`src/design/artdmx_pkg.sv`:
```
// Shared types and constants for the Art-Net DMX packet parser.
package artdmx_pkg;

    localparam int HDR_LEN = 18;

    localparam logic [7:0] OPCODE_LO = 8'h00;
    localparam logic [7:0] OPCODE_HI = 8'h50;

    localparam int CFG_IDX_W = 1;
    localparam logic [CFG_IDX_W-1:0] CFG_FILTER_ENABLE   = 1'b0;
    localparam logic [CFG_IDX_W-1:0] CFG_FILTER_UNIVERSE = 1'b1;

    typedef enum logic [2:0] {
        ST_OK       = 3'd0,
        ST_SHORT    = 3'd1,
        ST_BAD_ID   = 3'd2,
        ST_OPCODE   = 3'd3,
        ST_FILTERED = 3'd4
    } t_status;

    typedef struct packed {
        logic        slot_valid;
        logic [8:0]  slot_index;
        logic [7:0]  slot_value;
        logic        frame_end;
        t_status     status;
        logic [15:0] universe;
        logic [7:0]  sequence_num;
        logic [7:0]  physical;
        logic [9:0]  slot_count;
        logic        truncated;
    } t_result;

    // "Art-Net" identifier, bytes 0 to 6
    function automatic logic [7:0] ident_byte(input logic [2:0] idx);
        logic [7:0] v;
        case (idx)
            3'd0:    v = 8'h41;
            3'd1:    v = 8'h72;
            3'd2:    v = 8'h74;
            3'd3:    v = 8'h2D;
            3'd4:    v = 8'h4E;
            3'd5:    v = 8'h65;
            3'd6:    v = 8'h74;
            default: v = 8'h00;
        endcase
        return v;
    endfunction

endpackage

```
`src/design/artdmx_parse.sv`:
```
// Header decode, field latching and slot/status result build for one byte.
module artdmx_parse #(
    parameter int MAX_SLOTS = 512
) (
    input  logic                 i_clk,
    input  logic                 i_rst_n,
    input  logic                 i_fire,
    input  logic [7:0]           i_byte,
    input  logic                 i_last,
    input  logic                 i_filt_en,
    input  logic [15:0]          i_filt_uni,
    output logic                 o_produce,
    output artdmx_pkg::t_result  o_result
);

    localparam int POS_W = $clog2(artdmx_pkg::HDR_LEN + MAX_SLOTS + 1);
    localparam logic [POS_W-1:0] P_HDR   = POS_W'(artdmx_pkg::HDR_LEN);
    localparam logic [POS_W-1:0] P_HDR_M = POS_W'(artdmx_pkg::HDR_LEN - 1);
    localparam logic [POS_W-1:0] P_LIMIT = POS_W'(artdmx_pkg::HDR_LEN + MAX_SLOTS);
    localparam logic [POS_W-1:0] P_MAX   = POS_W'(MAX_SLOTS);
    localparam logic [POS_W-1:0] P_ID    = POS_W'(7);
    localparam logic [POS_W-1:0] P_OP0   = POS_W'(8);
    localparam logic [POS_W-1:0] P_OP1   = POS_W'(9);
    localparam logic [POS_W-1:0] P_SEQ   = POS_W'(12);
    localparam logic [POS_W-1:0] P_PHY   = POS_W'(13);
    localparam logic [POS_W-1:0] P_UNI0  = POS_W'(14);
    localparam logic [POS_W-1:0] P_UNI1  = POS_W'(15);

    logic [POS_W-1:0] r_pos, n_pos;
    logic             r_hdr_ok, n_hdr_ok;
    logic             r_op_ok, n_op_ok;
    logic             r_ovf, n_ovf;
    logic [15:0]      r_uni, n_uni;
    logic [7:0]       r_seq, n_seq;
    logic [7:0]       r_phy, n_phy;

    logic             passes;
    logic             in_data;
    logic             emit;
    logic [POS_W-1:0] slot_pos;
    logic [POS_W-1:0] cnt_raw;
    logic [POS_W-1:0] cnt_sat;
    artdmx_pkg::t_status status;

    always_comb begin
        n_hdr_ok = r_hdr_ok;
        if (r_pos < P_ID && i_byte != artdmx_pkg::ident_byte(r_pos[2:0])) begin
            n_hdr_ok = 1'b0;
        end
        n_op_ok = r_op_ok;
        if ((r_pos == P_OP0 && i_byte != artdmx_pkg::OPCODE_LO) ||
            (r_pos == P_OP1 && i_byte != artdmx_pkg::OPCODE_HI)) begin
            n_op_ok = 1'b0;
        end
        n_seq = (r_pos == P_SEQ) ? i_byte : r_seq;
        n_phy = (r_pos == P_PHY) ? i_byte : r_phy;
        n_uni = r_uni;
        if (r_pos == P_UNI0) begin
            n_uni[7:0] = i_byte;
        end
        if (r_pos == P_UNI1) begin
            n_uni[15:8] = i_byte;
        end

        passes   = !i_filt_en || (n_uni == i_filt_uni);
        in_data  = (r_pos >= P_HDR) && (r_pos < P_LIMIT);
        emit     = in_data && n_hdr_ok && n_op_ok && passes;
        slot_pos = r_pos - P_HDR;
        n_ovf    = r_ovf || (r_pos >= P_LIMIT);
        n_pos    = (r_pos < P_LIMIT) ? r_pos + 1'b1 : r_pos;

        if (r_pos < P_HDR_M) begin
            status = artdmx_pkg::ST_SHORT;
        end else if (!n_hdr_ok) begin
            status = artdmx_pkg::ST_BAD_ID;
        end else if (!n_op_ok) begin
            status = artdmx_pkg::ST_OPCODE;
        end else if (!passes) begin
            status = artdmx_pkg::ST_FILTERED;
        end else begin
            status = artdmx_pkg::ST_OK;
        end

        cnt_raw = r_pos - P_HDR_M;
        cnt_sat = (r_pos < P_HDR) ? '0 : ((cnt_raw > P_MAX) ? P_MAX : cnt_raw);

        o_produce                = emit || i_last;
        o_result                 = '0;
        o_result.slot_valid      = emit;
        o_result.slot_index      = emit ? 9'(slot_pos) : 9'd0;
        o_result.slot_value      = emit ? i_byte : 8'd0;
        o_result.frame_end       = i_last;
        o_result.status          = i_last ? status : artdmx_pkg::ST_OK;
        o_result.universe        = n_uni;
        o_result.sequence_num    = n_seq;
        o_result.physical        = n_phy;
        if (i_last && status == artdmx_pkg::ST_OK) begin
            o_result.slot_count = 10'(cnt_sat);
            o_result.truncated  = n_ovf;
        end
    end

    always_ff @(posedge i_clk) begin
        if (!i_rst_n) begin
            r_pos    <= '0;
            r_hdr_ok <= 1'b1;
            r_op_ok  <= 1'b1;
            r_ovf    <= 1'b0;
            r_uni    <= '0;
            r_seq    <= '0;
            r_phy    <= '0;
        end else if (i_fire) begin
            r_uni <= n_uni;
            r_seq <= n_seq;
            r_phy <= n_phy;
            if (i_last) begin
                r_pos    <= '0;
                r_hdr_ok <= 1'b1;
                r_op_ok  <= 1'b1;
                r_ovf    <= 1'b0;
            end else begin
                r_pos    <= n_pos;
                r_hdr_ok <= n_hdr_ok;
                r_op_ok  <= n_op_ok;
                r_ovf    <= n_ovf;
            end
        end
    end

endmodule

```
`src/design/artdmx_outreg.sv`:
```
// Result register with valid/stall handshake toward the consumer.
module artdmx_outreg (
    input  logic                 i_clk,
    input  logic                 i_rst_n,
    input  logic                 i_load,
    input  artdmx_pkg::t_result  i_result,
    input  logic                 i_stall,
    output logic                 o_free,
    output logic                 o_valid,
    output artdmx_pkg::t_result  o_result
);

    logic                r_valid;
    artdmx_pkg::t_result r_result;

    assign o_free   = !r_valid || !i_stall;
    assign o_valid  = r_valid;
    assign o_result = r_result;

    always_ff @(posedge i_clk) begin
        if (!i_rst_n) begin
            r_valid <= 1'b0;
        end else if (o_free) begin
            r_valid <= i_load;
        end
    end

    always_ff @(posedge i_clk) begin
        if (o_free && i_load) begin
            r_result <= i_result;
        end
    end

endmodule

```
`src/design/artnet_dmx_packet_parser_core.sv`:
```
// Art-Net OpDmx receiver top level: input word register, parser and result register.
// Takes one UDP payload byte per cycle with a last-byte flag and sustains one word
// per clock while the result side does not stall; a result word is presented once
// its byte has passed the input register and the result register has taken the
// outcome. Bytes 0-6 must read "Art-Net" and bytes 8-9 opcode 0x5000; sequence,
// physical and universe are latched from bytes 12-15; data bytes from offset 18,
// up to MAX_SLOTS, come out as slots with their index when the packet passes its
// checks and the universe filter, and the last byte always gives one word carrying
// the packet status. Other header bytes produce no word. Stall from the result
// side reaches o_in_stall combinationally only while a byte that produces a word
// is held. Configuration writes are always taken and must be made while idle.
module artnet_dmx_packet_parser_core #(
    parameter int MAX_SLOTS = 512
) (
    input  logic        i_clk,
    input  logic        i_rst_n,

    input  logic        i_cfg_valid,
    output logic        o_cfg_ready,
    input  logic [0:0]  i_cfg_index,
    input  logic [15:0] i_cfg_data,

    input  logic        i_in_valid,
    output logic        o_in_stall,
    input  logic [7:0]  i_in_byte,
    input  logic        i_in_last,

    output logic        o_out_valid,
    input  logic        i_out_stall,
    output logic        o_slot_valid,
    output logic [8:0]  o_slot_index,
    output logic [7:0]  o_slot_value,
    output logic        o_frame_end,
    output logic [2:0]  o_packet_status,
    output logic [15:0] o_universe_out,
    output logic [7:0]  o_sequence_out,
    output logic [7:0]  o_physical_out,
    output logic [9:0]  o_slot_count,
    output logic        o_truncated
);

    logic        r_filt_en;
    logic [15:0] r_filt_uni;

    logic        r_in_valid;
    logic [7:0]  r_in_byte;
    logic        r_in_last;

    logic                produce;
    logic                out_free;
    logic                advance;
    logic                in_accept;
    artdmx_pkg::t_result res;
    artdmx_pkg::t_result out_res;

    assign o_cfg_ready = 1'b1;

    always_ff @(posedge i_clk) begin
        if (!i_rst_n) begin
            r_filt_en  <= 1'b0;
            r_filt_uni <= '0;
        end else if (i_cfg_valid) begin
            case (i_cfg_index)
                artdmx_pkg::CFG_FILTER_ENABLE:   r_filt_en  <= i_cfg_data[0];
                artdmx_pkg::CFG_FILTER_UNIVERSE: r_filt_uni <= i_cfg_data;
                default: ;
            endcase
        end
    end

    assign advance    = r_in_valid && (!produce || out_free);
    assign o_in_stall = r_in_valid && !advance;
    assign in_accept  = i_in_valid && !o_in_stall;

    always_ff @(posedge i_clk) begin
        if (!i_rst_n) begin
            r_in_valid <= 1'b0;
        end else if (in_accept) begin
            r_in_valid <= 1'b1;
        end else if (advance) begin
            r_in_valid <= 1'b0;
        end
    end

    always_ff @(posedge i_clk) begin
        if (in_accept) begin
            r_in_byte <= i_in_byte;
            r_in_last <= i_in_last;
        end
    end

    artdmx_parse #(
        .MAX_SLOTS (MAX_SLOTS)
    ) u_parse (
        .i_clk      (i_clk),
        .i_rst_n    (i_rst_n),
        .i_fire     (advance),
        .i_byte     (r_in_byte),
        .i_last     (r_in_last),
        .i_filt_en  (r_filt_en),
        .i_filt_uni (r_filt_uni),
        .o_produce  (produce),
        .o_result   (res)
    );

    artdmx_outreg u_outreg (
        .i_clk    (i_clk),
        .i_rst_n  (i_rst_n),
        .i_load   (advance && produce),
        .i_result (res),
        .i_stall  (i_out_stall),
        .o_free   (out_free),
        .o_valid  (o_out_valid),
        .o_result (out_res)
    );

    assign o_slot_valid    = out_res.slot_valid;
    assign o_slot_index    = out_res.slot_index;
    assign o_slot_value    = out_res.slot_value;
    assign o_frame_end     = out_res.frame_end;
    assign o_packet_status = out_res.status;
    assign o_universe_out  = out_res.universe;
    assign o_sequence_out  = out_res.sequence_num;
    assign o_physical_out  = out_res.physical;
    assign o_slot_count    = out_res.slot_count;
    assign o_truncated     = out_res.truncated;

    a_word_has_content: assert property (@(posedge i_clk) disable iff (!i_rst_n)
        o_out_valid && !o_frame_end |-> o_slot_valid)
        else $error("result word with neither slot nor frame end");

    a_reject_no_count: assert property (@(posedge i_clk) disable iff (!i_rst_n)
        o_out_valid && o_packet_status != artdmx_pkg::ST_OK
        |-> o_slot_count == 10'd0 && !o_truncated)
        else $error("rejected packet reports slot count");

    a_slot_in_range: assert property (@(posedge i_clk) disable iff (!i_rst_n)
        o_out_valid && o_slot_valid |-> 10'(o_slot_index) < 10'(MAX_SLOTS))
        else $error("slot index beyond MAX_SLOTS");

    a_trunc_full: assert property (@(posedge i_clk) disable iff (!i_rst_n)
        o_out_valid && o_truncated |-> o_frame_end && o_slot_count == 10'(MAX_SLOTS))
        else $error("truncated packet without full slot count");

endmodule
```
`config.mk`:
```
export PLATFORM = sky130hd
export DESIGN_NAME = artnet_dmx_packet_parser_core
export DESIGN_NICKNAME = d
export VERILOG_FILES = /design/src/design/artdmx_pkg.sv /design/src/design/artdmx_parse.sv /design/src/design/artdmx_outreg.sv /design/src/design/artnet_dmx_packet_parser_core.sv
export SDC_FILE = /design/constraint.sdc
export NUM_CORES = 1
export LEC_CHECK = 0
export BUFFER_PORTS_ARGS = -buffer_cell sky130_fd_sc_hd__buf_2
export CORE_ASPECT_RATIO = 0.9
export CORE_MARGIN = 5
export CORE_UTILIZATION = 57
export DETAILED_ROUTE_END_ITERATION = 8
export PLACE_DENSITY = 0.8
export SLEW_MARGIN = 15
export SYNTH_ARGS = -nofsm -noshare
export SYNTH_HDL_FRONTEND = slang
export SYNTH_HIERARCHICAL = 1
export SYNTH_SLANG_ARGS = --single-unit
```
`constraint.sdc`:
```
create_clock -name i_clk -period 6.25 [get_ports i_clk]
set_clock_uncertainty 0.1 [all_clocks]
set_input_delay 0.3125 -clock i_clk [delete_from_list [all_inputs] [get_ports i_clk]]
set_output_delay 0.3125 -clock i_clk [all_outputs]
set_load 0.005 [all_outputs]
```
==> results by group <==
Routing
  • Final ANT Viol Nets: 0
  • Post-Route WL: 15900 µm
  • Drt via density: 5.79
  • Avg WL per Cell: 18.0 µm
  • DR iter-0 viols: 579
  • DRT Pass-1 Iters: 6
  • # DRC: 0
  • Via Count: 5111

Timing
  • Final Max Slew Viols: 0
  • Tcrit/Tclk final: 81.7%
  • Worst-Margin Slew: 1.02 ns
  • Setup WS post-layout: 1.15 ns
  • Setup tns final: 0 ns
  • Crit path time final: 5.10 ns
  • Final Hold Fails: 0
  • Fmax: 196 MHz
  • Final setup fails: 0
  • RSZ-0062 raised after global routing: no
  • Max transition margin: 31.4%

Worst setup path
  • Startpoint types: flip-flop
  • Kind of critical path: flip-flop to flip-flop
  • Worst path most repeated cell: buf_4
  • Critical Path RT: 6.20 ns
  • Critical path's slowest cell: or4_1
  • Crit Path Max Fanout: 49
  • Crit path cell chain: nor4_4 -> nand3_1 -> or4_1 -> a222oi_1 -> a41oi_2 -> buf_4 -> o21bai_1 -> and3_1 -> and2_2 -> buf_4
  • CP endpoint kind: flip-flop
  • Crit-path max cell delay: 0.67 ns
  • Arr. time, crit path: 5.06 ns

Layout
  • Fill count: 828
  • Multi-input gate area: 2860 µm²
  • Final Instance Area: 7890 µm²
  • Ant diodes: 0
  • Layout cells sized above 1: 22.4%
  • Commonest non-fill, non-tap cell in the layout: buf_2
  • Storage element area: 3500 µm²
  • Most frequent cells in the layout: buf_2 (97), edfxtp_1 (74), dfxtp_1 (64)
  • Area Growth Syn to Fin: 18.4%
  • # nets final: 756

Placement
  • PortBufs: 97
  • Post-Place Worst Slack: 1.18 ns
  • Final HPWL DP: 10700 µm
  • Placed Instance Area: 7180 µm²
  • GP Congestion: 0.877

Clock tree
  • Clock slew at the register clock pins of the worst setup and hold paths: 0.06 ns
  • Post-CTS Setup Bufs: 0
  • TritonCTS buffer count: 17
  • H-tree depth: 4
  • Worst-Skew Late Latency: 0.42 ns
  • Root Buffer: clkbuf_16
  • CTS tree: built
  • TritonCTS Sinks: 138
  • CTS Buffer Depth: 2
  • PostCTS Resize Cnt: 0

Flow run
  • Max cap viols: 0

Global route
  • Pin count of the biggest net entering global routing: 73
  • First-pass GRT wire length: 25400 µm
  • Grt ovf: 0
  • Initial antenna violation count: 0
  • Vias in the first global route: 4936
  • Total track usage: 23.7%

Synthesis
  • Post-synthesis register bit count: 138
  • Post-synth EDFFs: 74
  • Syn Inst Count: 629
  • Largest family of logic cells by synthesized area: simple AND/OR/NAND/NOR gates
  • Post-synthesis sequential area ratio: 52.6%
  • Top_reg_cell synth: edfxtp_1
  • Yosys cell types: 65
  • Syn_area_per_cell: 10.6 µm²
  • Ys async rst share: 0%
  • Warnings from Yosys: 6
  • Adder-Cell Fraction of Synth Area: 2.06%
  • Mapped cell area: 6670 µm²
  • Post-Synth XOR/XNOR Area: 4.73%
  • Simple-gate portion of the synthesized area: 19.1%
  • Multiplexer area fraction after synthesis: 6.59%
  • Synth Net Count: 671
  • Post-synthesis compound-gate area fraction: 10.0%

Hold path
  • Worst Hold Class: input port to flip-flop

Pwr
  • PwrDens: 271 nW/µm²
  • Maximum VDD drop: 180 µV
  • Final total power: 0.00214 W
  • Leakage dissipation: 3.11 nW

Floorplanning
  • Cell row count: 37
  • Initial Util: 58.3%
  • Core Area: 11400 µm²
  • Chip height: 113 µm
  • Die area: 14000 µm²
  • Num ports: 99
  • DIE WIDTH: 124 µm

Status
  • Status: finished clean
-- cell families after synthesis --
logic type,Yosys count
other cells,1
compound gates,99
flops,138
xor+xnor,36
fa+ha+maj,11
simple gates,228
buf+inv,73
mux,43
-- final timing paths --
check                                                   start                        endpoint  slack (ns)  cells after the start
worst min register to register    r_filt_uni[14]$_SDFFE_PN0P_     r_filt_uni[14]$_SDFFE_PN0P_        0.39                      2
worst min-delay path                            i_cfg_data[4]      r_filt_uni[4]$_SDFFE_PN0P_        0.04                      3
worst max register to register  u_parse/r_pos[5]$_SDFFE_PN0P_  u_outreg/o_result[9]$_DFFE_PP_        1.15                     10
worst max-delay path            u_parse/r_pos[5]$_SDFFE_PN0P_  u_outreg/o_result[9]$_DFFE_PP_        1.15                     10
-- stage by stage --
| stage | std cells | utilization, % | hold slack [ns] |
|---|---|---|---|
| after global routing | 883 | 69.0 | 0.0464 |
| final | 883 | 69.0 | 0.0423 |
| after global placement | 841 | 62.8 | 0.348 |
| after floorplan | 629 | - | 0.311 |
| after CTS | 883 | 68.9 | 0.0140 |
| after detailed placement | 841 | 62.8 | 0.379 |
-- layout make-up --
class / count / area share (%)
repair buffers: 111 / 7.80
multi-input cells: 418 / 36.3
inverters: 28 / 1.33
flip-flops and latches: 138 / 44.4
clock buffers: 23 / 6.33
well taps: 156 / 2.47
clock inverters: 9 / 1.36
-- per-layer routing --
metal,global-route usage [%],vias up,share of wire (%)
met5,0,-,0
li1,-,2434,-
met1,32.6,2389,43
met3,7.10,24,10
met2,35.1,264,45
met4,9.34,0,1.9
-- power by group --
group / leakage (nW) / internal [W] / total (W) / switching [W]
clock network: 0.297 / 0.000643 / 0.00101 / 0.000370
logic: 1.60 / 0.0000534 / 0.000125 / 0.0000721
registers: 1.21 / 0.000976 / 0.000998 / 0.0000221
-- sequential cells by signal, indices dropped and copies added, names as in the netlist --
signal,cells
r_in_valid,1
u_outreg/o_valid,1
r_in_byte,8
r_in_last,1
r_filt_uni,16
u_parse/r_uni,16
u_parse/r_ovf,1
u_parse/r_phy,8
u_parse/r_pos,10
r_filt_en,1
u_parse/r_seq,8
u_parse/r_op_ok,1
u_outreg/o_result,65
u_parse/r_hdr_ok,1
-- critical path: cells and delay by family, from the launching register on --
family	cells	cell delay [ns]
and+or+nand+nor	5	2.39
DFF	1	0.47
AOI/OAI and AO/OA	3	0.90
buffers and inverters	2	0.84
-- cells in the mapped netlist, types with 6 or more instances --
| master | instances | area share, % |
|---|---|---|
| buf_2 | 7 | 0.53 |
| mux2_2 | 7 | 1.2 |
| a21oi_1 | 12 | 0.90 |
| xor2_1 | 18 | 2.4 |
| nand3_1 | 11 | 0.83 |
| nor4_1 | 11 | 1.0 |
| o21ai_0 | 29 | 2.2 |
| o21ai_1 | 8 | 0.60 |
| nor2b_1 | 34 | 3.2 |
| o21ai_2 | 10 | 1.3 |
| xnor2_1 | 18 | 2.4 |
| dfxtp_1 | 64 | 19 |
| nor4b_2 | 6 | 1.4 |
| ha_1 | 11 | 2.1 |
| mux2i_1 | 36 | 5.4 |
| nor3_1 | 22 | 1.7 |
| nor2_1 | 24 | 1.4 |
| nand4_1 | 22 | 2.1 |
| inv_1 | 28 | 1.6 |
| and2_1 | 9 | 0.84 |
| nand2_1 | 60 | 3.4 |
| edfxtp_1 | 74 | 33 |
| or3_1 | 7 | 0.66 |
| clkbuf_1 | 27 | 1.5 |
-- timing repair --
action,4_1_cts,5_1_grt
hold buffers,10,0
endpoints found under the setup margin,0,0
hold endpoints to repair,10,0
(Power assumes the default switching activity.)
